--- src/ffha_ram.sv ---
// generic single-write, single-read ram with registered read data
// no dependencies
`default_nettype none

module ffha_ram #(
  parameter int WIDTH = 8,
  parameter int DEPTH = 16
) (
  input  wire logic                     clk_i,
  input  wire logic                     we_i,
  input  wire logic [$clog2(DEPTH)-1:0] waddr_i,
  input  wire logic [WIDTH-1:0]         wdata_i,
  input  wire logic [$clog2(DEPTH)-1:0] raddr_i,
  output logic      [WIDTH-1:0]         rdata_o
);

  logic [WIDTH-1:0] mem [DEPTH];

  always_ff @(posedge clk_i) begin
    if (we_i) begin
      mem[waddr_i] <= wdata_i;
    end
    rdata_o <= mem[raddr_i];
  end

endmodule

`default_nettype wire

--- config.mk ---
export PLATFORM = sky130hd
export DESIGN_NAME = ffha_ram
export DESIGN_NICKNAME = d
export VERILOG_FILES = /design/src/ffha_ram.sv
export SDC_FILE = /design/constraint.sdc
export NUM_CORES = 1
export LEC_CHECK = 0
export ABC_CLOCK_PERIOD_IN_PS = 2700
export BUFFER_PORTS_ARGS = -buffer_cell sky130_fd_sc_hd__buf_2
export CORE_UTILIZATION = 50
export CTS_CLUSTER_SIZE = 20
export DETAILED_ROUTE_END_ITERATION = 6
export PLACE_DENSITY = 0.67
export SYNTH_ARGS = -nofsm -noshare
export SYNTH_HDL_FRONTEND = slang
export SYNTH_SLANG_ARGS = --single-unit
--- constraint.sdc ---
create_clock -name clk_i -period 2.7 [get_ports clk_i]
set_input_delay 0.54 -clock clk_i [delete_from_list [all_inputs] [get_ports clk_i]]
set_output_delay 0.54 -clock clk_i [all_outputs]
set_load 0.05 [all_outputs]
==> key figures <==
Timing
  • Setup-failing EPs final: 0
  • Crit share post-route: 63.2%
  • Total negative slack for setup checks: 0 ps
  • Maximum frequency from static timing analysis: between 500 and 600 MHz
  • Unrepaired setup endpoints after global routing: no
  • Final Hold Fails: 0
  • Slew Viols, Final: 0
  • Final period demand of the worst path: 1710 ps
  • Normalized max-slew margin: 50.3%
  • Setup Skew: 7.38 ps
  • Tightest Pin Transition: 744 ps

Drt
  • Number of iterations in the first detailed-routing pass: 4
  • Vias: 2449
  • Mean number of vias per cell: between 5 and 6
  • Number of DRC markers after the initial detailed-route iteration: 195
  • Final routed wirelength across all metal layers: between 9000 and 10000 um
  • Average wire per cell in the routed design: 23.3 um
  • Count of unresolved DRC violations after routing: 0
  • Number of nets still failing antenna checks after routing: 0

Clocking
  • Hold buffer count at cts: 0
  • TritonCTS clock tree: yes
  • Clock net sink count: 136
  • Post-CTS resize count: 0
  • Clock buffer count from CTS: 17
  • Skew-Pair Late Insertion Delay: 510 ps
  • Clock input transition at the sequential cells of the worst setup and hold paths: roughly 60 ps
  • Clk Tree Root Cell: clkbuf_8
  • CTS HTree Levels: 4
  • CTS Buffer Depth: 2
  • Post-CTS repair timing setup buffer count: 0

Setup path
  • Critical Path Sink: rdata_o[1]
  • CP max stage delay: 370 ps
  • Nature of the critical path startpoint: flip-flop
  • Logic depth of the worst path, buffers included: 1
  • Endpoint kind of the worst setup timing path: output pin
  • Top Family by Delay on Critical Path: flip-flops
  • Critical path arrival: 1170 ps
  • Reg-to-Reg Start: mem[9][1]$_DFFE_PP_
  • CP bufs+invs: 1
  • Class of the most critical setup path: reg -> out
  • Required time of the critical path: 2160 ps
  • Worst R2R Setup Slack: roughly 1300 ps
  • Critical path, cell by cell: buf_2
  • Highest fanout seen on the critical path: 1
  • Critical register-to-register path endpoint: rdata_o[1]$_DFF_P_
  • Worst reg-to-reg path cell count: 3
  • Worst-path cell with the longest stage delay: dfxtp_1
  • First element of the critical path: rdata_o[1]$_DFF_P_

Floorplan
  • Standard-cell rows: 36
  • Area of the die: 10700 um2
  • Number of top-level pins: 26
  • Core area: 9860 um2
  • Die Y-Extent: 103 um
  • Die width: 103 um
  • Initial Util: 52.2%

Yosys
  • Yosys synthesis warning count: 0
  • Number of distinct library cell variants in the gate-level netlist after synthesis: 19
  • Sequential element share of the synthesized area: 77.8%
  • Post-synthesis instance total: between 200 and 250
  • Post-synthesis area per instance: ~22 um2
  • Cell area after technology mapping: 5150 um2
  • Post-synthesis sequential element count: 136
  • Synthesized Nets: between 200 and 250

Global route
  • Via count of the first global-routing pass: 2396
  • First-pass GRT wire length: between 10000 and 15000 um
  • Overall routing resource usage: 20.9%
  • Number of antenna violations at the first check in global routing: 0
  • Remaining Overflow, GRT: 0
  • Pin count of the biggest net entering global routing: 33

Finish
  • Commonest non-fill, non-tap cell in the layout: edfxtp_1
  • Number of nets in the finished design: 300
  • Area growth from synthesis to layout: 19.8%
  • Number of diodes: 0
  • Most used cells in the layout excluding fill and tap cells: edfxtp_1, buf_2, mux4_2, buf_4
  • Share of post-route cells with drive strength above 1: a little under a third

Power and ir drop
  • Pwr Density: ~840 nW/um2
  • Max VDD drop: 0.413 mV
  • Leakage power figure: 2.12 nW
  • Power, Total: 5.16 mW

Outcome
  • Outcome: finished clean

Min path
  • Hold Path Class: in -> reg

Placed design
  • Final weighted congestion of routability-driven global placement: 0.749
  • Number of buffers added on ports: 25
  • Sum of net half-perimeters after detailed placement: 6170 um

Job
  • Maximum Capacitance Violations: 0
-- synth_stat cells --
cell type / number / area, um2
buf_2: 3 / 15.0
buf_4: 1 / 7.51
and2_1: 1 / 6.26
nor2_1: 13 / 48.8
nand2b_1: 2 / 12.5
or3b_2: 1 / 8.76
mux4_1: 14 / 368
dfxtp_1: 8 / 160
buf_6: 3 / 33.8
mux4_2: 18 / 405
nand3b_1: 2 / 15.0
edfxtp_1: 128 / 3840
clkdlybuf4s25_2: 3 / 30.0
a22oi_1: 16 / 120
and2b_1: 1 / 7.51
nor3_1: 4 / 20.0
nor2b_1: 1 / 6.26
nand3_1: 1 / 5.00
nand2_1: 9 / 33.8
-- routing by layer --
layer / GRT usage (%) / part of all wire (%)
met1: 29.3 / 44
met2: 31.9 / 51
met3: 4.97 / 4.9
met4: 8.56 / 0.87
met5: 0 / 0
-- registers in the layout, indices dropped and copies added (netlist names) --
| signal | count |
|---|---|
| rdata_o | 8 |
| mem | 128 |
-- final cells by class --
class,instances,area (um2)
Fill cell,668,3700
Tap cell,133,166
Timing Repair Buffer,44,280
Clock inverter,13,226
Sequential cell,136,4000
Multi-Input combinational cell,83,1060
Clock buffer,19,432
-- worst min-delay path by stage --
stage	from	end	slack (ps)	cells past startpoint
after CTS	wdata_i[6]	mem[6][6]$_DFFE_PP_	400	1
after detailed placement	mem[14][0]$_DFFE_PP_	rdata_o[0]$_DFF_P_	660	3
after global routing	wdata_i[6]	mem[4][6]$_DFFE_PP_	410	1
final	wdata_i[6]	mem[4][6]$_DFFE_PP_	410	1
after global placement	mem[15][0]$_DFFE_PP_	rdata_o[0]$_DFF_P_	650	3
after floorplan	mem[7][0]$_DFFE_PP_	rdata_o[0]$_DFF_P_	630	3
-- metrics by stage --
step / instance area, um2 / cells / utilization [%] / setup WS, ps / hold slack (ps)
2_1_floorplan: 5150 / 229 / - / 667 / 629
6_report: 6170 / 428 / 62.5 / 994 / 413
3_3_place_gp: 5510 / 396 / 55.8 / 635 / 646
3_5_place_dp: 5510 / 396 / 55.8 / 607 / 662
5_1_grt: 6170 / 428 / 62.5 / 937 / 413
4_1_cts: 6170 / 428 / 62.5 / 945 / 397
-- cells by family after synthesis --
logic type             share of synthesized area [%]
AOI/OAI and AO/OA                               2.33
muxes                                           15.0
and+or+nand+nor                                 3.18
DFF                                             77.8
buffers and inverters                           1.68
-- report_power, final --
part | leakage (nW) | switching [mW] | internal, mW
combinational | 0.575 | 0.171 | 0.0936
clock | 0.326 | 0.816 | 1.71
sequential | 1.22 | 0.0145 | 2.36
total | 2.12 | 1.00 | 4.16
No activity file was read; power rests on OpenSTA's default activity.
